==> src/rtl/ila_pkg.sv <==
`default_nettype none
// ----------------------------------------------------------------------------
// ila_pkg
// Shared types, codes and helper functions of the indicator light arbiter.
// ----------------------------------------------------------------------------
package ila_pkg;

  localparam logic [2:0] CMD_BACKLIGHT = 3'd0;
  localparam logic [2:0] CMD_BUTTONS   = 3'd1;
  localparam logic [2:0] CMD_ATTENTION = 3'd2;
  localparam logic [2:0] CMD_NOTIFY    = 3'd3;
  localparam logic [2:0] CMD_BATTERY   = 3'd4;

  localparam logic [2:0] TGT_BACKLIGHT = 3'd0;
  localparam logic [2:0] TGT_BUTTONS   = 3'd1;
  localparam logic [2:0] TGT_BLINK     = 3'd2;
  localparam logic [2:0] TGT_TIMES     = 3'd3;
  localparam logic [2:0] TGT_BRIGHT    = 3'd4;
  localparam logic [2:0] TGT_FLASH     = 3'd5;

  localparam logic [1:0] MODE_NONE = 2'd0;

  localparam logic [23:0] RGB_MASK = 24'hFFFFFF;
  localparam logic [7:0]  ALPHA_FULL = 8'hFF;

  typedef struct packed {
    logic [2:0]  target;
    logic [11:0] val_a;
    logic [7:0]  val_b;
    logic [7:0]  val_c;
    logic [7:0]  val_d;
  } wr_t;

  typedef struct packed {
    logic       load;
    logic       sel;
    logic       mix;
    logic       prod;
    logic       build;
    logic [1:0] idx;
  } ila_cmd_t;

  typedef struct packed {
    logic [1:0] build_cnt;
    logic       final_wr;
  } ila_stat_t;

  function automatic logic [7:0] div255(input logic [15:0] x);
    logic [16:0] s;
    s = {1'b0, x} + {9'd0, x[15:8]} + 17'd1;
    return s[15:8];
  endfunction

  function automatic logic [7:0] time_code(input logic [15:0] ms);
    logic [7:0] c;
    if (ms <= 16'd1)          c = 8'd255;
    else if (ms <= 16'd250)   c = 8'd0;
    else if (ms <= 16'd500)   c = 8'd1;
    else if (ms <= 16'd1000)  c = 8'd2;
    else if (ms <= 16'd2500)  c = 8'd3;
    else if (ms <= 16'd5000)  c = 8'd4;
    else if (ms <= 16'd8000)  c = 8'd5;
    else if (ms <= 16'd15000) c = 8'd6;
    else                      c = 8'd7;
    return c;
  endfunction

endpackage
`default_nettype wire

==> src/rtl/ila_ctrl.sv <==
`default_nettype none
// ----------------------------------------------------------------------------
// ila_ctrl
// Sequencer: accept, select, mix, multiply, build the write list, emit writes.
// ----------------------------------------------------------------------------
module ila_ctrl
  import ila_pkg::*;
(
  input  wire logic      clk,
  input  wire logic      rst_n,
  input  wire logic      in_valid,
  output logic           in_stall,
  output logic           out_valid,
  input  wire logic      out_stall,
  input  wire ila_stat_t stat,
  output ila_cmd_t       cmd
);

  typedef enum logic [5:0] {
    S_IDLE  = 6'b000001,
    S_SEL   = 6'b000010,
    S_MIX   = 6'b000100,
    S_PROD  = 6'b001000,
    S_BUILD = 6'b010000,
    S_EMIT  = 6'b100000
  } state_t;

  state_t     state_r, state_nxt;
  logic [1:0] idx_r, idx_nxt;

  always_comb begin
    state_nxt = state_r;
    idx_nxt   = idx_r;
    case (state_r)
      S_IDLE:  if (in_valid) state_nxt = S_SEL;
      S_SEL:   state_nxt = S_MIX;
      S_MIX:   state_nxt = S_PROD;
      S_PROD:  state_nxt = S_BUILD;
      S_BUILD: begin
        idx_nxt   = 2'd0;
        state_nxt = (stat.build_cnt == 2'd0) ? S_IDLE : S_EMIT;
      end
      S_EMIT: begin
        if (!out_stall) begin
          if (stat.final_wr) state_nxt = S_IDLE;
          else idx_nxt = idx_r + 2'd1;
        end
      end
      default: state_nxt = S_IDLE;
    endcase
  end

  always_ff @(posedge clk) begin
    if (!rst_n) begin
      state_r <= S_IDLE;
      idx_r   <= 2'd0;
    end else begin
      state_r <= state_nxt;
      idx_r   <= idx_nxt;
    end
  end

  assign in_stall  = (state_r != S_IDLE);
  assign out_valid = (state_r == S_EMIT);

  always_comb begin
    cmd       = '0;
    cmd.load  = in_valid && (state_r == S_IDLE);
    cmd.sel   = (state_r == S_SEL);
    cmd.mix   = (state_r == S_MIX);
    cmd.prod  = (state_r == S_PROD);
    cmd.build = (state_r == S_BUILD);
    cmd.idx   = idx_r;
  end

endmodule
`default_nettype wire

==> src/rtl/ila_dp.sv <==
`default_nettype none
// ----------------------------------------------------------------------------
// ila_dp
// Source state, indicator selection, brightness arithmetic and write list.
// ----------------------------------------------------------------------------
module ila_dp
  import ila_pkg::*;
(
  input  wire logic        clk,
  input  wire logic        rst_n,
  input  wire ila_cmd_t    cmd,
  input  wire logic [2:0]  in_cmd,
  input  wire logic [31:0] in_color,
  input  wire logic [1:0]  in_flash_mode,
  input  wire logic [15:0] in_flash_on_ms,
  input  wire logic [15:0] in_flash_off_ms,
  input  wire logic        in_multi_led,
  input  wire logic [7:0]  in_flashlight_level,
  output ila_stat_t        stat,
  output logic [2:0]       out_target,
  output logic [11:0]      out_value_a,
  output logic [7:0]       out_value_b,
  output logic [7:0]       out_value_c,
  output logic [7:0]       out_value_d,
  output logic             out_last
);

  logic [2:0]  req_cmd_r;
  logic [31:0] req_color_r;
  logic        req_multi_r;
  logic [7:0]  req_level_r;

  logic [31:0] att_color_r, ntf_color_r, bat_color_r, shw_color_r;
  logic [1:0]  att_mode_r, ntf_mode_r, bat_mode_r, shw_mode_r;
  logic [15:0] att_on_r, ntf_on_r, bat_on_r, shw_on_r;
  logic [15:0] att_off_r, ntf_off_r, bat_off_r, shw_off_r;
  logic        att_multi_r;
  logic [11:0] bl_last_r;
  logic        bl_known_r;
  logic [7:0]  btn_last_r;
  logic        btn_known_r;
  logic [7:0]  fl_last_r;
  logic        fl_known_r;
  logic        fl_in_use_r;

  logic [31:0] work_color_r;
  logic [1:0]  sel_mode_r;
  logic [15:0] sel_on_r, sel_off_r;
  logic        ind_chg_r;
  logic [7:0]  wsum_r, maxv_r, alpha_r;
  logic [15:0] luma_p_r, maxc_p_r;
  wr_t         q_r [3];
  logic [1:0]  cnt_r;

  always_ff @(posedge clk) begin
    if (cmd.load) begin
      req_cmd_r   <= in_cmd;
      req_color_r <= in_color;
      req_multi_r <= in_multi_led;
      req_level_r <= in_flashlight_level;
    end
  end

  always_ff @(posedge clk) begin
    if (!rst_n) begin
      att_color_r <= '0; att_mode_r <= '0; att_on_r <= '0; att_off_r <= '0;
      att_multi_r <= 1'b0;
      ntf_color_r <= '0; ntf_mode_r <= '0; ntf_on_r <= '0; ntf_off_r <= '0;
      bat_color_r <= '0; bat_mode_r <= '0; bat_on_r <= '0; bat_off_r <= '0;
    end else if (cmd.load) begin
      case (in_cmd)
        CMD_ATTENTION: begin
          att_color_r <= in_color;        att_mode_r <= in_flash_mode;
          att_on_r    <= in_flash_on_ms;  att_off_r  <= in_flash_off_ms;
          att_multi_r <= in_multi_led;
        end
        CMD_NOTIFY: begin
          ntf_color_r <= in_color;        ntf_mode_r <= in_flash_mode;
          ntf_on_r    <= in_flash_on_ms;  ntf_off_r  <= in_flash_off_ms;
        end
        CMD_BATTERY: begin
          bat_color_r <= in_color;        bat_mode_r <= in_flash_mode;
          bat_on_r    <= in_flash_on_ms;  bat_off_r  <= in_flash_off_ms;
        end
        default: ;
      endcase
    end
  end

  logic [31:0] ch_color;
  logic [1:0]  ch_mode;
  logic [15:0] ch_on, ch_off;
  logic        ind_req, ch_diff;

  always_comb begin
    if (!att_multi_r && ((att_color_r[23:0] & RGB_MASK) != 24'd0)) begin
      ch_color = att_color_r; ch_mode = att_mode_r; ch_on = att_on_r; ch_off = att_off_r;
    end else if ((ntf_color_r[23:0] & RGB_MASK) != 24'd0) begin
      ch_color = ntf_color_r; ch_mode = ntf_mode_r; ch_on = ntf_on_r; ch_off = ntf_off_r;
    end else begin
      ch_color = bat_color_r; ch_mode = bat_mode_r; ch_on = bat_on_r; ch_off = bat_off_r;
    end
    ind_req = (req_cmd_r inside {CMD_NOTIFY, CMD_BATTERY}) ||
              ((req_cmd_r == CMD_ATTENTION) && !req_multi_r);
    ch_diff = (ch_color != shw_color_r) || (ch_mode != shw_mode_r) ||
              (ch_on != shw_on_r) || (ch_off != shw_off_r);
  end

  always_ff @(posedge clk) begin
    if (cmd.sel) begin
      work_color_r <= ind_req ? ch_color : req_color_r;
      sel_mode_r   <= ch_mode;
      sel_on_r     <= ch_on;
      sel_off_r    <= ch_off;
      ind_chg_r    <= ch_diff;
    end
  end

  always_ff @(posedge clk) begin
    if (!rst_n) begin
      shw_color_r <= '0; shw_mode_r <= '0; shw_on_r <= '0; shw_off_r <= '0;
    end else if (cmd.sel && ind_req && ch_diff) begin
      shw_color_r <= ch_color; shw_mode_r <= ch_mode;
      shw_on_r    <= ch_on;    shw_off_r  <= ch_off;
    end
  end

  logic [7:0]  cr, cg, cb, ca, mrg;
  logic [15:0] wsum;

  always_comb begin
    cr   = work_color_r[23:16];
    cg   = work_color_r[15:8];
    cb   = work_color_r[7:0];
    ca   = work_color_r[31:24];
    wsum = 16'd77 * {8'd0, cr} + 16'd150 * {8'd0, cg} + 16'd29 * {8'd0, cb};
    mrg  = (cr > cg) ? cr : cg;
    if (cb > mrg) mrg = cb;
  end

  always_ff @(posedge clk) begin
    if (cmd.mix) begin
      wsum_r  <= wsum[15:8];
      maxv_r  <= mrg;
      alpha_r <= (ca == 8'd0) ? ALPHA_FULL : ca;
    end
    if (cmd.prod) begin
      luma_p_r <= {8'd0, wsum_r} * {8'd0, alpha_r};
      maxc_p_r <= {8'd0, maxv_r} * {8'd0, alpha_r};
    end
  end

  logic [7:0]  luma, maxc, tc_on, tc_off;
  logic [11:0] bl;
  wr_t         q_nxt [3];
  logic [1:0]  cnt_nxt;
  logic        bl_upd, btn_upd, fl_upd, fl_wr;

  always_comb begin
    luma    = div255(luma_p_r);
    maxc    = div255(maxc_p_r);
    tc_on   = time_code(sel_on_r);
    tc_off  = time_code(sel_off_r);
    bl      = (maxc == 8'd0) ? 12'd0 : {maxc, 4'hF};
    q_nxt[0] = '0;
    q_nxt[1] = '0;
    q_nxt[2] = '0;
    cnt_nxt = 2'd0;
    bl_upd  = 1'b0;
    btn_upd = 1'b0;
    fl_upd  = 1'b0;
    fl_wr   = 1'b0;
    case (req_cmd_r)
      CMD_BACKLIGHT: begin
        if (!bl_known_r || (bl_last_r != bl)) begin
          bl_upd = 1'b1;
          q_nxt[0].target = TGT_BACKLIGHT;
          q_nxt[0].val_a  = bl;
          cnt_nxt = 2'd1;
        end
      end
      CMD_BUTTONS: begin
        if (!btn_known_r || (btn_last_r != luma)) begin
          btn_upd = 1'b1;
          q_nxt[0].target = TGT_BUTTONS;
          q_nxt[0].val_a  = {4'd0, luma};
          cnt_nxt = 2'd1;
        end
      end
      CMD_ATTENTION, CMD_NOTIFY, CMD_BATTERY: begin
        if ((req_cmd_r == CMD_ATTENTION) && req_multi_r) begin
          if (!fl_known_r || (fl_last_r != luma)) begin
            fl_upd = 1'b1;
            if (fl_in_use_r || (req_level_r == 8'd0)) begin
              fl_wr = 1'b1;
              q_nxt[0].target = TGT_FLASH;
              q_nxt[0].val_a  = {4'd0, luma};
              cnt_nxt = 2'd1;
            end
          end
        end else if (ind_chg_r) begin
          if (work_color_r[23:0] != 24'd0) begin
            if (sel_mode_r == MODE_NONE) begin
              q_nxt[0].target = TGT_BLINK;
              q_nxt[1].target = TGT_BRIGHT;
              q_nxt[1].val_a  = {4'd0, luma};
              cnt_nxt = 2'd2;
            end else begin
              q_nxt[0].target = TGT_TIMES;
              q_nxt[0].val_a  = {4'd0, tc_on};
              q_nxt[0].val_b  = tc_on >> 1;
              q_nxt[0].val_c  = tc_off;
              q_nxt[0].val_d  = tc_off >> 1;
              q_nxt[1].target = TGT_BLINK;
              q_nxt[1].val_a  = 12'd1;
              q_nxt[2].target = TGT_BRIGHT;
              q_nxt[2].val_a  = {4'd0, luma};
              cnt_nxt = 2'd3;
            end
          end else begin
            q_nxt[0].target = TGT_BRIGHT;
            q_nxt[1].target = TGT_BLINK;
            cnt_nxt = 2'd2;
          end
        end
      end
      default: ;
    endcase
  end

  always_ff @(posedge clk) begin
    if (cmd.build) begin
      q_r[0] <= q_nxt[0];
      q_r[1] <= q_nxt[1];
      q_r[2] <= q_nxt[2];
      cnt_r  <= cnt_nxt;
    end
  end

  always_ff @(posedge clk) begin
    if (!rst_n) begin
      bl_last_r   <= '0; bl_known_r  <= 1'b0;
      btn_last_r  <= '0; btn_known_r <= 1'b0;
      fl_last_r   <= '0; fl_known_r  <= 1'b0;
      fl_in_use_r <= 1'b0;
    end else if (cmd.build) begin
      if (bl_upd) begin
        bl_last_r <= bl; bl_known_r <= 1'b1;
      end
      if (btn_upd) begin
        btn_last_r <= luma; btn_known_r <= 1'b1;
      end
      if (fl_upd) begin
        fl_last_r <= luma; fl_known_r <= 1'b1;
      end
      if (fl_wr) fl_in_use_r <= (luma != 8'd0);
    end
  end

  wr_t cur;

  always_comb begin
    cur = (cmd.idx == 2'd3) ? q_r[0] : q_r[cmd.idx];
    out_target  = cur.target;
    out_value_a = cur.val_a;
    out_value_b = cur.val_b;
    out_value_c = cur.val_c;
    out_value_d = cur.val_d;
    out_last    = (cmd.idx == (cnt_r - 2'd1));
    stat.build_cnt = cnt_nxt;
    stat.final_wr  = out_last;
  end

endmodule
`default_nettype wire

==> src/rtl/indicator_light_arbiter_unit.sv <==
`default_nettype none
// ----------------------------------------------------------------------------
// indicator_light_arbiter_unit
// Flow: a request is accepted, then selected and worked on in order
// (select, mix, multiply, build); writes follow, up to three, one per cycle
// while out_stall is low. The sequencer stalls new requests until it is idle.
// Reset: synchronous, active low; clears all source, shown and last-value state.
// ----------------------------------------------------------------------------
module indicator_light_arbiter_unit
  import ila_pkg::*;
(
  input  wire logic        clk,
  input  wire logic        rst_n,
  input  wire logic        in_valid,
  output logic             in_stall,
  input  wire logic [2:0]  in_cmd,
  input  wire logic [31:0] in_color,
  input  wire logic [1:0]  in_flash_mode,
  input  wire logic [15:0] in_flash_on_ms,
  input  wire logic [15:0] in_flash_off_ms,
  input  wire logic        in_multi_led,
  input  wire logic [7:0]  in_flashlight_level,
  output logic             out_valid,
  input  wire logic        out_stall,
  output logic [2:0]       out_target,
  output logic [11:0]      out_value_a,
  output logic [7:0]       out_value_b,
  output logic [7:0]       out_value_c,
  output logic [7:0]       out_value_d,
  output logic             out_last
);

  ila_cmd_t  cmd;
  ila_stat_t stat;

  ila_ctrl u_ctrl (
    .clk       (clk),
    .rst_n     (rst_n),
    .in_valid  (in_valid),
    .in_stall  (in_stall),
    .out_valid (out_valid),
    .out_stall (out_stall),
    .stat      (stat),
    .cmd       (cmd)
  );

  ila_dp u_dp (
    .clk                 (clk),
    .rst_n               (rst_n),
    .cmd                 (cmd),
    .in_cmd              (in_cmd),
    .in_color            (in_color),
    .in_flash_mode       (in_flash_mode),
    .in_flash_on_ms      (in_flash_on_ms),
    .in_flash_off_ms     (in_flash_off_ms),
    .in_multi_led        (in_multi_led),
    .in_flashlight_level (in_flashlight_level),
    .stat                (stat),
    .out_target          (out_target),
    .out_value_a         (out_value_a),
    .out_value_b         (out_value_b),
    .out_value_c         (out_value_c),
    .out_value_d         (out_value_d),
    .out_last            (out_last)
  );

endmodule
`default_nettype wire

==> config.mk <==
export PLATFORM = sky130hd
export DESIGN_NAME = indicator_light_arbiter_unit
export DESIGN_NICKNAME = d
export VERILOG_FILES = /design/src/rtl/ila_pkg.sv /design/src/rtl/ila_ctrl.sv /design/src/rtl/ila_dp.sv /design/src/rtl/indicator_light_arbiter_unit.sv
export SDC_FILE = /design/constraint.sdc
export NUM_CORES = 2
export LEC_CHECK = 0
export ABC_AREA = 1
export BUFFER_PORTS_ARGS = -buffer_cell sky130_fd_sc_hd__buf_2
export CAP_MARGIN = 10
export CORE_MARGIN = 3
export CORE_UTILIZATION = 50
export CTS_BUF_LIST = sky130_fd_sc_hd__clkbuf_8
export DETAILED_ROUTE_END_ITERATION = 6
export PLACE_DENSITY_LB_ADDON = 0.3
export SYNTH_ARGS = -nofsm -noshare
export SYNTH_HDL_FRONTEND = slang
export SYNTH_SLANG_ARGS = --single-unit
export TNS_END_PERCENT = 30
==> constraint.sdc <==
create_clock -name clk -period 12.96 [get_ports clk]
set_clock_uncertainty 0.15 [all_clocks]
set_input_delay 2.592 -clock clk [delete_from_list [all_inputs] [get_ports clk]]
set_output_delay 2.592 -clock clk [all_outputs]
set_load 0.02 [all_outputs]
==> flow_summary.json <==
{
  "holdPathStages": 2,
  "rsz0062_at_grt": "no",
  "worstPathArrival_ps": 7020,
  "dp.final_hpwl_um": 55400,
  "crit_top_cell": "fa_1",
  "drv_slew": 0,
  "grt_pass1_wl_um": 130000,
  "syn2layout_area_growth_pct": 8.97,
  "slowest_stage": "fa_1",
  "fillers": 5927,
  "cts_hold_buf": 0,
  "ir_drop_uv": 136,
  "path_max_fanout": 6,
  "setup_viol": 0,
  "yosys_warnings": 0,
  "vias": 26524,
  "tns_ps": 0,
  "ys_top_cells_by_area": "edfxtp_1 (20%), dfxtp_1 (19%), nand2_1 (9.8%), inv_1 (8.9%), fa_1 (8.0%)",
  "worstMarginPinSlew_ps": 1070,
  "gp_congestion": 0.906,
  "grt_start_max_net_pins": 96,
  "cts_tree": "yes",
  "slew_headroom": 0.283,
  "ant_nets": 0,
  "cts_buffers": 88,
  "cts_setup_buffers": 0,
  "hold_viol_final": 0,
  "fin_crit_ps": 6740,
  "synth.distinct_cells": 54,
  "numPortBuffers": 121,
  "cp.required_ps": 13240,
  "cts.repair.resized": 0,
  "path_class": "reg2reg",
  "ios": 124,
  "wl_per_cell_um": 15.8,
  "critPathTopFamily": "adder cells",
  "cpPeakStageDelay_ps": 510,
  "htreeDepth": 3,
  "drcViolationCount": 0,
  "drtIter0Drc": 1921,
  "via_per_inst": 5.22,
  "final_core_util": 0.551,
  "cap_violations": 0,
  "cp.depth": 27,
  "synth_top_cell_area_share": 0.197,
  "synthArstFlopShare": 0,
  "yosysSeqAreaShare": 0.388,
  "clockBufferDepth": 3,
  "syn_inst": 4121,
  "grt_overflow_total": 0,
  "clock-sinks": 514,
  "hold_class": "reg2reg",
  "die_h_um": 259,
  "path_clk_slew_ps": 60,
  "crit_buf_inv": 5,
  "outcome": "finished clean",
  "synth_edf_count": 210,
  "cts_root_buf": "clkbuf_8",
  "cp-start-kind": "flip-flop",
  "r2r_cells": 27,
  "grt_pass1_vias": 25393,
  "firstDrtPassIters": 7,
  "power_density_nw_per_um2": 143,
  "layout-drive-gt1-share": 0.0719,
  "grt_use_total": 0.241,
  "fmax_ghz": 0.148,
  "syn_area_per_cell_um2": 7.76,
  "antenna_found_initial": 3,
  "fin_crit_sh": 0.520,
  "synthesis.area_um2": 32000,
  "synth_area_leader_cell": "edfxtp_1",
  "clk_latency_ps": 700,
  "ys.flop_type": "dfxtp_1",
  "coreArea_um2": 63200,
  "initial_core_util": 0.506,
  "die_w_um": 259,
  "row_count": 92,
  "fin_nets": 4557,
  "p_leak_nw": 16.3,
  "wl_um": 80300,
  "synth_seq_cells": 514,
  "die_area_um2": 67000,
  "worst_setup_path_end_kind": "flip-flop"
}
-- worst reg2reg max path: cells and delay by family (launching register included) --
kind,cells,cell delay (ps)
buf+inv,5,250
compound gates,4,600
flops,1,490
fa+ha+maj,10,4240
xor+xnor,2,310
simple gates,6,450
-- metrics by stage --
stage	instance area (um2)	hold WS (ps)	cells	worst slack [ps]	power (W)
finish	34800	300	5077	6220	0.00500
global route	34800	316	5076	5790	0.00535
CTS	34800	304	5073	6180	0.00503
detailed placement	33000	295	4912	6190	0.00349
global placement	33000	290	4912	6290	0.00345
floorplan	32000	280	4122	3960	0.00308
-- where the power goes --
group | switching, W | internal (W) | total, W
Sequential | 0.0000389 | 0.00182 | 0.00186
Clock | 0.000692 | 0.000850 | 0.00154
Combinational | 0.00104 | 0.000555 | 0.00160
Total | 0.00177 | 0.00322 | 0.00500
-- logic make-up (layout without fill, tap and decap cells) --
group	after synthesis	count (layout)	share of synthesized area
adders and majority gates	319	319	0.155
and+or+nand+nor	1593	1593	0.209
DFF	514	514	0.388
AOI/OAI and AO/OA	679	679	0.116
other	1	6	0.000117
muxes	1	1	0.000313
xor gates and xnor gates	47	47	0.0129
buffers and inverters	967	1072	0.119
-- layout by cell type, fill, tap and decap left out, drive strengths merged, types with 2 or more instances in the layout --
master / netlist / layout
a211oi: 66 / 66
a21o: 4 / 4
a21oi: 297 / 297
a31o: 2 / 2
a31oi: 4 / 4
and2: 3 / 3
buf: 65 / 145
bufinv: 0 / 4
clkbuf: 136 / 110
clkinv: 3 / 18
conb: 1 / 2
dfxtp: 304 / 304
diode: 0 / 4
edfxtp: 210 / 210
fa: 127 / 127
ha: 192 / 192
inv: 763 / 794
nand2: 832 / 832
nand3: 252 / 252
nand3b: 16 / 16
nand4: 74 / 74
nor2: 371 / 371
nor3: 17 / 17
nor4: 15 / 15
o211ai: 24 / 24
o21ai: 256 / 256
o21bai: 7 / 7
o22ai: 10 / 10
o311ai: 2 / 2
or2: 8 / 8
or4: 2 / 2
xnor2: 16 / 16
xor2: 31 / 31
-- cells in the mapped netlist, types with 2 or more instances --
library cell  count
inv_2             6
o21ai_0         248
inv_1           757
a31o_2            2
xor2_1           31
or4_1             2
xnor2_1          16
a211oi_1         66
nand3_2           3
dfxtp_1         304
buf_1             6
a31oi_1           3
nand3b_1         16
nand2_1         831
buf_6             7
o311ai_0          2
a21o_1            4
or2_2             7
fa_1            127
ha_1            192
nand3_1         249
nor3_1           16
nor4_1           15
edfxtp_1        210
buf_2            25
clkinv_1          3
and2_1            3
o21ai_1           7
nor2_2            2
nor2_1          369
nand4_1          74
o21bai_1          7
buf_4            27
o22ai_1          10
clkbuf_1        136
o211ai_1         24
a21oi_1         297
-- routing by layer --
layer  GRT usage  vias up  routed length [um]
met5           0        -                   0
met4      0.0772        0                2220
met3      0.0366      140                4830
met2       0.405      811               37600
met1       0.320    12268               35600
li1            -    13305                   -
-- final timing paths --
| check | slack (ps) | start | endpoint |
|---|---|---|---|
| max | 6220 | u_dp.work_color_r[12] | u_dp.wsum_r[7] |
| max reg2reg | 6220 | u_dp.work_color_r[12] | u_dp.wsum_r[7] |
| min | 300 | u_dp.ntf_on_r[5] | u_dp.ntf_on_r[5] |
| min reg2reg | 300 | u_dp.ntf_on_r[5] | u_dp.ntf_on_r[5] |
-- cell type report --
type,instances,area (um2),share of cell area
inverters,766,2880,0.0826
repair buffers,145,792,0.0227
diodes,4,10.0,0.000287
flip-flops and latches,514,12400,0.356
clock buffers,110,1510,0.0435
well taps,846,1060,0.0304
multi-input cells,2641,15800,0.455
clock inverters,51,354,0.0102
-- state kept, by name, summed over array words and instances (netlist names), 32 cells and up, named ones only --
signal and flops:
u_dp.q_r 41, u_dp.att_color_r 32, u_dp.bat_color_r 32, u_dp.ntf_color_r 32, u_dp.req_color_r 32, u_dp.shw_color_r 32
u_dp.work_color_r 32
Note: power is estimated with default switching activity, not from simulation.
